**config.mk**
```make
export PLATFORM = sky130hd
export DESIGN_NAME = gpio_pin_controller
export DESIGN_NICKNAME = d
export VERILOG_FILES = /design/src/hw/rtl/gpc_pkg.sv /design/src/hw/rtl/gpc_state_mem.sv /design/src/hw/rtl/gpc_exec.sv /design/src/hw/rtl/gpio_pin_controller.sv
export SDC_FILE = /design/constraint.sdc
export NUM_CORES = 1
export LEC_CHECK = 0
export BUFFER_PORTS_ARGS = -buffer_cell sky130_fd_sc_hd__clkbuf_2
export CORE_UTILIZATION = 30
export DETAILED_ROUTE_END_ITERATION = 10
export GPL_ROUTABILITY_DRIVEN = 0
export PLACE_DENSITY = 0.53
export SLEW_MARGIN = 30
export SYNTH_ARGS = -nofsm -noshare
export SYNTH_HDL_FRONTEND = slang
export SYNTH_SLANG_ARGS = --single-unit
export TNS_END_PERCENT = 20
```
**constraint.sdc**
```tcl
create_clock -name aclk -period 9.6 [get_ports aclk]
set_input_delay 2.4 -clock aclk [delete_from_list [all_inputs] [get_ports aclk]]
set_output_delay 2.4 -clock aclk [all_outputs]
set_load 0.01 [all_outputs]
```
**src/hw/rtl/gpc_pkg.sv**
```systemverilog
// Shared types, constants and helper functions for the GPIO pin controller.
// Used by gpc_state_mem, gpc_exec and gpio_pin_controller; depends on nothing.
`default_nettype none

package gpc_pkg;

    localparam int NUM_PINS   = 106;
    localparam int PIN_W      = 7;
    localparam int PORT_COUNT = 8;

    localparam logic [PIN_W-1:0] PORT_SIZE [PORT_COUNT] = '{
        7'd22, 7'd0, 7'd17, 7'd18, 7'd16, 7'd7, 7'd14, 7'd12
    };

    localparam logic [2:0]       PORT_EMPTY      = 3'd1;
    localparam logic [PIN_W-1:0] PWM_PIN         = 7'd6;
    localparam logic [3:0]       PWM_MODE_CODE   = 4'd8;
    localparam logic [3:0]       MAX_PLAIN_MODE  = 4'd7;
    localparam logic [2:0]       PWM_STORED_MODE = 3'd3;
    localparam logic [2:0]       MODE_DISABLED   = 3'd7;

    localparam logic [1:0] STATUS_OK       = 2'd0;
    localparam logic [1:0] STATUS_BAD_PIN  = 2'd1;
    localparam logic [1:0] STATUS_BAD_MODE = 2'd2;

    typedef enum logic [2:0] {
        OP_SET_MODE = 3'd0,
        OP_GET_MODE = 3'd1,
        OP_SET_PULL = 3'd2,
        OP_GET_PULL = 3'd3,
        OP_WRITE    = 3'd4,
        OP_READ     = 3'd5,
        OP_TOGGLE   = 3'd6,
        OP_RELEASE  = 3'd7
    } opcode_t;

    typedef struct packed {
        opcode_t          opcode;
        logic [PIN_W-1:0] pin;
        logic [3:0]       value;
    } in_t;

    typedef struct packed {
        logic [1:0] status;
        logic [2:0] read_value;
        logic [2:0] port_index;
        logic [4:0] bit_offset;
    } out_t;

    typedef struct packed {
        logic       ok;
        logic [2:0] port;
        logic [4:0] bit_off;
    } loc_t;

    typedef struct packed {
        logic [2:0] mode;
        logic [1:0] pull_hw;
        logic       level;
        logic       saved_mode_valid;
        logic [2:0] saved_mode;
        logic       saved_pull_valid;
        logic [1:0] saved_pull;
    } pin_state_t;

    localparam pin_state_t PIN_STATE_RESET = '{
        mode:             MODE_DISABLED,
        pull_hw:          2'd0,
        level:            1'b0,
        saved_mode_valid: 1'b0,
        saved_mode:       3'd0,
        saved_pull_valid: 1'b0,
        saved_pull:       2'd0
    };

    typedef struct packed {
        logic             en;
        logic [PIN_W-1:0] addr;
    } rd_req_t;

    typedef struct packed {
        logic             en;
        logic [PIN_W-1:0] addr;
        pin_state_t       data;
    } wr_req_t;

    // A nonzero pull code has both bits inverted in the hardware coding.
    function automatic logic [1:0] pull_swap(logic [1:0] code);
        return (code == 2'd0) ? 2'd0 : (code ^ 2'b11);
    endfunction

    // Splits a flat pin number into port and offset; ok is low beyond the last port.
    function automatic loc_t locate(logic [PIN_W-1:0] pin);
        loc_t             r;
        logic [PIN_W-1:0] base;
        logic             found;
        r     = '0;
        base  = '0;
        found = 1'b0;
        for (int k = 0; k < PORT_COUNT; k++) begin
            if (!found && (pin >= base) && (pin < base + PORT_SIZE[k])) begin
                found     = 1'b1;
                r.port    = 3'(k);
                r.bit_off = 5'(pin - base);
            end
            base = base + PORT_SIZE[k];
        end
        r.ok = found;
        return r;
    endfunction

endpackage

`default_nettype wire

```
**src/hw/rtl/gpc_state_mem.sv**
```systemverilog
// Per-pin state memory with valid bits, registered read and write bypass.
// Depends on gpc_pkg.
`default_nettype none

module gpc_state_mem
    import gpc_pkg::*;
(
    input  wire logic       aclk,
    input  wire logic       aresetn,
    input  wire rd_req_t    rd_req,
    input  wire wr_req_t    wr_req,
    output pin_state_t      rd_data
);

    pin_state_t          state_mem_reg [NUM_PINS];
    logic [NUM_PINS-1:0] valid_reg;
    pin_state_t          rd_mem_reg;
    logic                rd_valid_reg;
    logic                byp_reg;
    pin_state_t          byp_data_reg;

    always_ff @(posedge aclk) begin
        if (wr_req.en) begin
            state_mem_reg[wr_req.addr] <= wr_req.data;
        end
    end

    always_ff @(posedge aclk) begin
        if (!aresetn) begin
            valid_reg <= '0;
        end else if (wr_req.en) begin
            valid_reg[wr_req.addr] <= 1'b1;
        end
    end

    // A write to the address being read in the same cycle overtakes the stored entry.
    always_ff @(posedge aclk) begin
        if (rd_req.en) begin
            rd_mem_reg   <= state_mem_reg[rd_req.addr];
            rd_valid_reg <= valid_reg[rd_req.addr];
            byp_reg      <= wr_req.en && (wr_req.addr == rd_req.addr);
            byp_data_reg <= wr_req.data;
        end
    end

    always_comb begin
        if (byp_reg) begin
            rd_data = byp_data_reg;
        end else if (rd_valid_reg) begin
            rd_data = rd_mem_reg;
        end else begin
            rd_data = PIN_STATE_RESET;
        end
    end

endmodule

`default_nettype wire

```
**src/hw/rtl/gpc_exec.sv**
```systemverilog
// Operation unit: decodes one transaction against the pin's state and forms the result.
// Depends on gpc_pkg.
`default_nettype none

module gpc_exec
    import gpc_pkg::*;
(
    input  wire in_t        item,
    input  wire loc_t       loc,
    input  wire pin_state_t st,
    output out_t            res,
    output pin_state_t      st_next
);

    logic       mode_ok;
    logic [2:0] new_mode;

    always_comb begin
        res      = '0;
        st_next  = st;
        mode_ok  = 1'b0;
        new_mode = '0;
        if (!loc.ok) begin
            res.status = STATUS_BAD_PIN;
        end else begin
            res.port_index = loc.port;
            res.bit_offset = loc.bit_off;
            unique case (item.opcode)
                OP_SET_MODE: begin
                    if (item.value <= MAX_PLAIN_MODE) begin
                        mode_ok  = 1'b1;
                        new_mode = item.value[2:0];
                    end else if ((item.value == PWM_MODE_CODE) && (item.pin == PWM_PIN)) begin
                        mode_ok  = 1'b1;
                        new_mode = PWM_STORED_MODE;
                    end else begin
                        res.status = STATUS_BAD_MODE;
                    end
                    if (mode_ok) begin
                        if (!st.saved_mode_valid) begin
                            st_next.saved_mode       = st.mode;
                            st_next.saved_mode_valid = 1'b1;
                        end
                        st_next.mode = new_mode;
                    end
                end
                OP_GET_MODE: begin
                    res.read_value = st.mode;
                end
                OP_SET_PULL: begin
                    if (!st.saved_pull_valid) begin
                        st_next.saved_pull       = pull_swap(st.pull_hw);
                        st_next.saved_pull_valid = 1'b1;
                    end
                    st_next.pull_hw = pull_swap(item.value[1:0]);
                end
                OP_GET_PULL: begin
                    res.read_value = {1'b0, pull_swap(st.pull_hw)};
                end
                OP_WRITE: begin
                    st_next.level = (item.value != 4'd0);
                end
                OP_READ: begin
                    res.read_value = {2'b00, st.level};
                end
                OP_TOGGLE: begin
                    st_next.level = ~st.level;
                end
                OP_RELEASE: begin
                    if (st.saved_mode_valid) begin
                        st_next.mode             = st.saved_mode;
                        st_next.saved_mode_valid = 1'b0;
                    end
                    if (st.saved_pull_valid) begin
                        st_next.pull_hw          = pull_swap(st.saved_pull);
                        st_next.saved_pull_valid = 1'b0;
                    end
                end
                default: begin
                    res = '0;
                end
            endcase
        end
    end

endmodule

`default_nettype wire

```
**src/hw/rtl/gpio_pin_controller.sv**
```systemverilog
// Top level of the GPIO pin controller: input stage, state memory, operation unit, result register.
// Depends on gpc_pkg, gpc_state_mem and gpc_exec.
//
//   Channel   Direction  Payload  Handshake
//   s_        in         in_t     s_valid / s_ready
//   m_        out        out_t    m_valid / m_ready
//
// One transaction is accepted per cycle while s_ready is high; its result passes the registered read
// of the per-pin state memory and then the result register before it is presented on m_;
// the write-back of one transaction is bypassed to the next one.
// Reset is synchronous and clears the per-pin valid bits at once, so no clearing pass runs.
// A stalled result holds the middle stage, and input stalls only when both stages are full.
`default_nettype none

module gpio_pin_controller
    import gpc_pkg::*;
(
    input  wire logic aclk,
    input  wire logic aresetn,
    input  wire logic s_valid,
    output logic      s_ready,
    input  wire in_t  s_data,
    output logic      m_valid,
    input  wire logic m_ready,
    output out_t      m_data
);

    logic       s1_valid_reg;
    in_t        s1_item_reg;
    loc_t       s1_loc_reg;
    logic       m_valid_reg;
    out_t       m_data_reg;

    logic       s_accept;
    logic       advance;
    loc_t       loc_in;
    rd_req_t    rd_req;
    wr_req_t    wr_req;
    pin_state_t st_cur;
    pin_state_t st_next;
    out_t       res;

    assign loc_in   = locate(s_data.pin);
    assign advance  = s1_valid_reg && (!m_valid_reg || m_ready);
    assign s_ready  = !s1_valid_reg || advance;
    assign s_accept = s_valid && s_ready;

    assign rd_req.en   = s_accept && loc_in.ok;
    assign rd_req.addr = s_data.pin;

    assign wr_req.en   = advance && s1_loc_reg.ok;
    assign wr_req.addr = s1_item_reg.pin;
    assign wr_req.data = st_next;

    gpc_state_mem u_state_mem (
        .aclk    (aclk),
        .aresetn (aresetn),
        .rd_req  (rd_req),
        .wr_req  (wr_req),
        .rd_data (st_cur)
    );

    gpc_exec u_exec (
        .item    (s1_item_reg),
        .loc     (s1_loc_reg),
        .st      (st_cur),
        .res     (res),
        .st_next (st_next)
    );

    always_ff @(posedge aclk) begin
        if (!aresetn) begin
            s1_valid_reg <= 1'b0;
        end else if (s_ready) begin
            s1_valid_reg <= s_valid;
        end
    end

    always_ff @(posedge aclk) begin
        if (s_accept) begin
            s1_item_reg <= s_data;
            s1_loc_reg  <= loc_in;
        end
    end

    always_ff @(posedge aclk) begin
        if (!aresetn) begin
            m_valid_reg <= 1'b0;
        end else if (advance) begin
            m_valid_reg <= 1'b1;
        end else if (m_ready) begin
            m_valid_reg <= 1'b0;
        end
    end

    always_ff @(posedge aclk) begin
        if (advance) begin
            m_data_reg <= res;
        end
    end

    assign m_valid = m_valid_reg;
    assign m_data  = m_data_reg;

    a_stall_holds: assert property (@(posedge aclk) disable iff (!aresetn)
        (s1_valid_reg && m_valid_reg && !m_ready)
            |=> (s1_valid_reg && $stable(s1_item_reg)))
        else $error("Middle stage lost its transaction during a result stall.");

    a_advance_result: assert property (@(posedge aclk) disable iff (!aresetn)
        advance |=> m_valid_reg)
        else $error("An advancing transaction produced no result.");

    a_bad_pin_zero: assert property (@(posedge aclk) disable iff (!aresetn)
        (m_valid_reg && (m_data_reg.status == STATUS_BAD_PIN))
            |-> ((m_data_reg.read_value == 3'd0) && (m_data_reg.port_index == 3'd0)
                 && (m_data_reg.bit_offset == 5'd0)))
        else $error("Invalid pin result carries nonzero fields.");

    a_no_empty_port: assert property (@(posedge aclk) disable iff (!aresetn)
        m_valid_reg |-> (m_data_reg.port_index != PORT_EMPTY))
        else $error("Result reports the empty port.");

    a_write_valid_pin: assert property (@(posedge aclk) disable iff (!aresetn)
        wr_req.en |-> (s1_loc_reg.ok && (s1_item_reg.pin < PIN_W'(NUM_PINS))))
        else $error("State write to a pin outside the memory.");

endmodule

`default_nettype wire
```
==> impl_results.md <==
* Outcome: finished, final reports clean
* Leak at approximately 22 nW
* Hold EP: u_state_mem.valid_reg[19]$_SDFFE_PN0P_
* Most frequent cells in the layout: edfxtp_1, mux4_2, nand2_1, clkbuf_16
* Initial Util at between 30 and 40%
* Finished Cell Area at roughly 0.07 mm2
* Slew @ Worst Pin at 1.01 ns
* Top-area cell type share of the netlist area at between 70% and 80%
* Antenna-violating nets left at 0
* M1 WL at roughly 70 mm
* Mapped Nets at just over 3,000
* Layout cell share with drive strength beyond 1 at between 20% and 30%
* Slowest cell on the critical path: nor2b_1
* Uppermost layer routed: met5
* DRT Pass-1 Iters at 7
* Global route overflow at 0
* Num ports at 33
* Routed wire length at 161 mm
* Seq/Total Area, Yosys at between 70% and 80%
* Iteration-0 DRC Markers at roughly 2,700
* First-pass GRT wire length at 230 mm
* Final setup fails at 0
* Htree depth at 4
* CTS Buffer Depth at 3
* Die height at between 400 and 500 um
* Vias in the first global route at between 30,000 and 40,000
* Number of core rows at about 160
* Critical Path Stages at 4
* Clock latency on the worst-skew pair at approximately 0.80 ns
* Vias at 30,400
* Post-CTS setup buffers at 0
* Metal3 WL at approximately 9.4 mm
* Root buffer cell: clkbuf_16
* Util after Layout at a little over a third
* Hold_buf cts at 0
* Dpl hpwl at around 96 mm
* Syn_area_per_cell at 19.7 um2
* CP peak stage delay at 0.29 ns
* Hold_sp: u_state_mem.valid_reg[19]$_SDFFE_PN0P_
* Fin. Hold Viols at 0
* Buf+Inv Stages, Crit Path at 2
* Cells along the critical path: clkbuf_2 -> nor2b_1 -> nand2_1 -> clkbuf_2
* Max reg flops at about 1,400
* Fin Setup TNS at 0 ns
* Worst path arrival time at a little over 3 ns
* Fmax at 183 MHz
* Crit path max-delay family: simple AND/OR/NAND/NOR gates
* Worst VDD drop at approximately 120 uV
* Post-CTS resize count at 0
* Max_slew headroom at roughly a third
* DRC at 0
* Warnings, synthesis at 0
* R2R cell count at 6
* Area of the core at slightly below 0.2 mm2
* Sinks on Clock Net at 1,550
* Unrepaired setup endpoints after global routing: false
* Synthesized area at ~0.06 mm2
* Maxcap violations at 0
* Cell taking the most area after synthesis: edfxtp_1
* WHS Path Cells at 1
* Part of the cycle the worst path needs at 56.9%
* Initial antenna violation count at 5
* Clock buffer count from CTS at 163
* FF-to-FF Start: u_state_mem.byp_reg$_DFFE_PP_
* Final Slew Violations at 0
* Critical Path End Type: output port
* Met2 wire len at between 70 and 80 mm
* Worst-path maximum fanout at 3
* Worst hold slack at approximately 0.46 ns
* Clock transition at path regs at roughly 0.050 ns
* Critical path data required time at about 7.2 ns
* IO Port Bufs at 32
* Leading post-synthesis cells by cell area: edfxtp_1, mux4_2, dfxtp_1, mux2i_1, o21a_1
* Crit path kind: primary input to output port
* Number of flops mapped to enable cells by yosys at 1,442
* Post-synth ARST share at 0%
* R2R Path End: u_state_mem.state_mem_reg[55][8]$_DFFE_PP_
* Area grow syn2layout at 15.5%
* R2R setup slack at around 5.6 ns
* CP startpoint kind: primary input
* Skew final at roughly 0.029 ns
* Synth Instances at 3,046
* Commonest non-fill, non-tap cell in the layout: edfxtp_1
* Die width at around 450 um
* Nets@finish at 3,212
* Die ar. at between 0.2 and 0.25 mm2
* Post-DR wirelength/cell at roughly 27 um
* Crit-path most repeated cell: clkbuf_2
* Largest net degree at the start of global routing at 102
* Vias per inst at 5.10
* Dominant synthesized flop cell: edfxtp_1
* Synthesis-stage register bit count at 1,550
* Distinct cell type count after synthesis at between 60 and 70
* Hold Crit Class: register to register
* CTS tree: built
* Area post-placement at 0.0641 mm2
* Pwr/cell area at roughly 210 mW/mm2
* GRT Util Overall at 15.7%
* Tmin final at about 5.5 ns
## power by group
part	leakage, nW	internal [mW]	switching (mW)
Combinational	5.36	0.245	0.622
Clock	2.53	3.43	2.66
Sequential	14.0	7.55	0.0222
Total	21.9	11.2	3.31
## cell type report
| type | instances | area [um2] |
|---|---|---|
| inverters | 17 | 63.8 |
| diodes | 5 | 12.5 |
| clock buffers | 204 | 4320 |
| clock inverters | 95 | 835 |
| flip-flops and latches | 1550 | 45500 |
| well taps | 2640 | 3300 |
| fillers | 18400 | 129000 |
| multi-input cells | 1306 | 14100 |
| repair buffers | 152 | 1320 |
## cells in the mapped netlist, drive strengths merged (2+ instances only)
library cell,instances
edfxtp,1442
mux4,334
nand2,173
nor2,140
dfxtp,108
o21a,108
mux2i,98
buf,92
clkbuf,81
a22oi,74
nand3,56
a21oi,32
o22ai,30
o21ai,20
inv,17
nor3,17
o221ai,17
and2,15
nand4,15
a221oi,14
mux2,14
nor2b,14
a32oi,13
or3,13
xnor2,13
a2111oi,12
nand2b,9
a31oi,8
and3,8
a211oi,6
nand3b,6
nor4,5
o211ai,5
a22o,4
ha,4
nor3b,4
o311ai,3
a211o,2
o211a,2
o21bai,2
o22a,2
o32a,2
or2,2
## logic make-up after synthesis
logic type / after synthesis / share of synthesized area (%)
AND/OR/NAND/NOR: 480 / 3.57
XOR/XNOR: 14 / 0.204
buffers and inverters: 190 / 1.57
flip-flops: 1550 / 75.7
adder cells (fa/ha/maj): 4 / 0.0833
AO/OA/AOI/OAI: 362 / 4.42
multiplexers: 446 / 14.5
## metal layers
layer  GRT usage (%)  up-vias
met1            22.0    16300
li1                -    12900
met4            5.42        2
met2            24.7     1039
met3            2.67      215
met5               0        -
## metrics by stage
| step | total power, mW | setup slack, ns | cells |
|---|---|---|---|
| floorplan | 8.23 | 0.414 | 3046 |
| global placement | 8.56 | 3.64 | 5659 |
| detailed placement | 8.59 | 3.68 | 5664 |
| CTS | 14.7 | 4.16 | 5963 |
| global route | 15.0 | 4.08 | 5966 |
| finish | 14.5 | 4.14 | 5969 |
## worst max path at each step
stage	to	from	slack, ns
after global placement	u_state_mem.rd_mem_reg[4]$_DFFE_PP_	s_data[4]	3.64
after CTS	s_ready	m_ready	4.16
after global routing	s_ready	m_ready	4.08
final	s_ready	m_ready	4.14
after floorplan	u_state_mem.byp_data_reg[10]$_DFFE_PP_	s1_item_reg[12]$_DFFE_PP_	0.41
after detailed placement	u_state_mem.rd_mem_reg[4]$_DFFE_PP_	s_data[4]	3.68
Note: power is estimated with default switching activity, not from simulation.
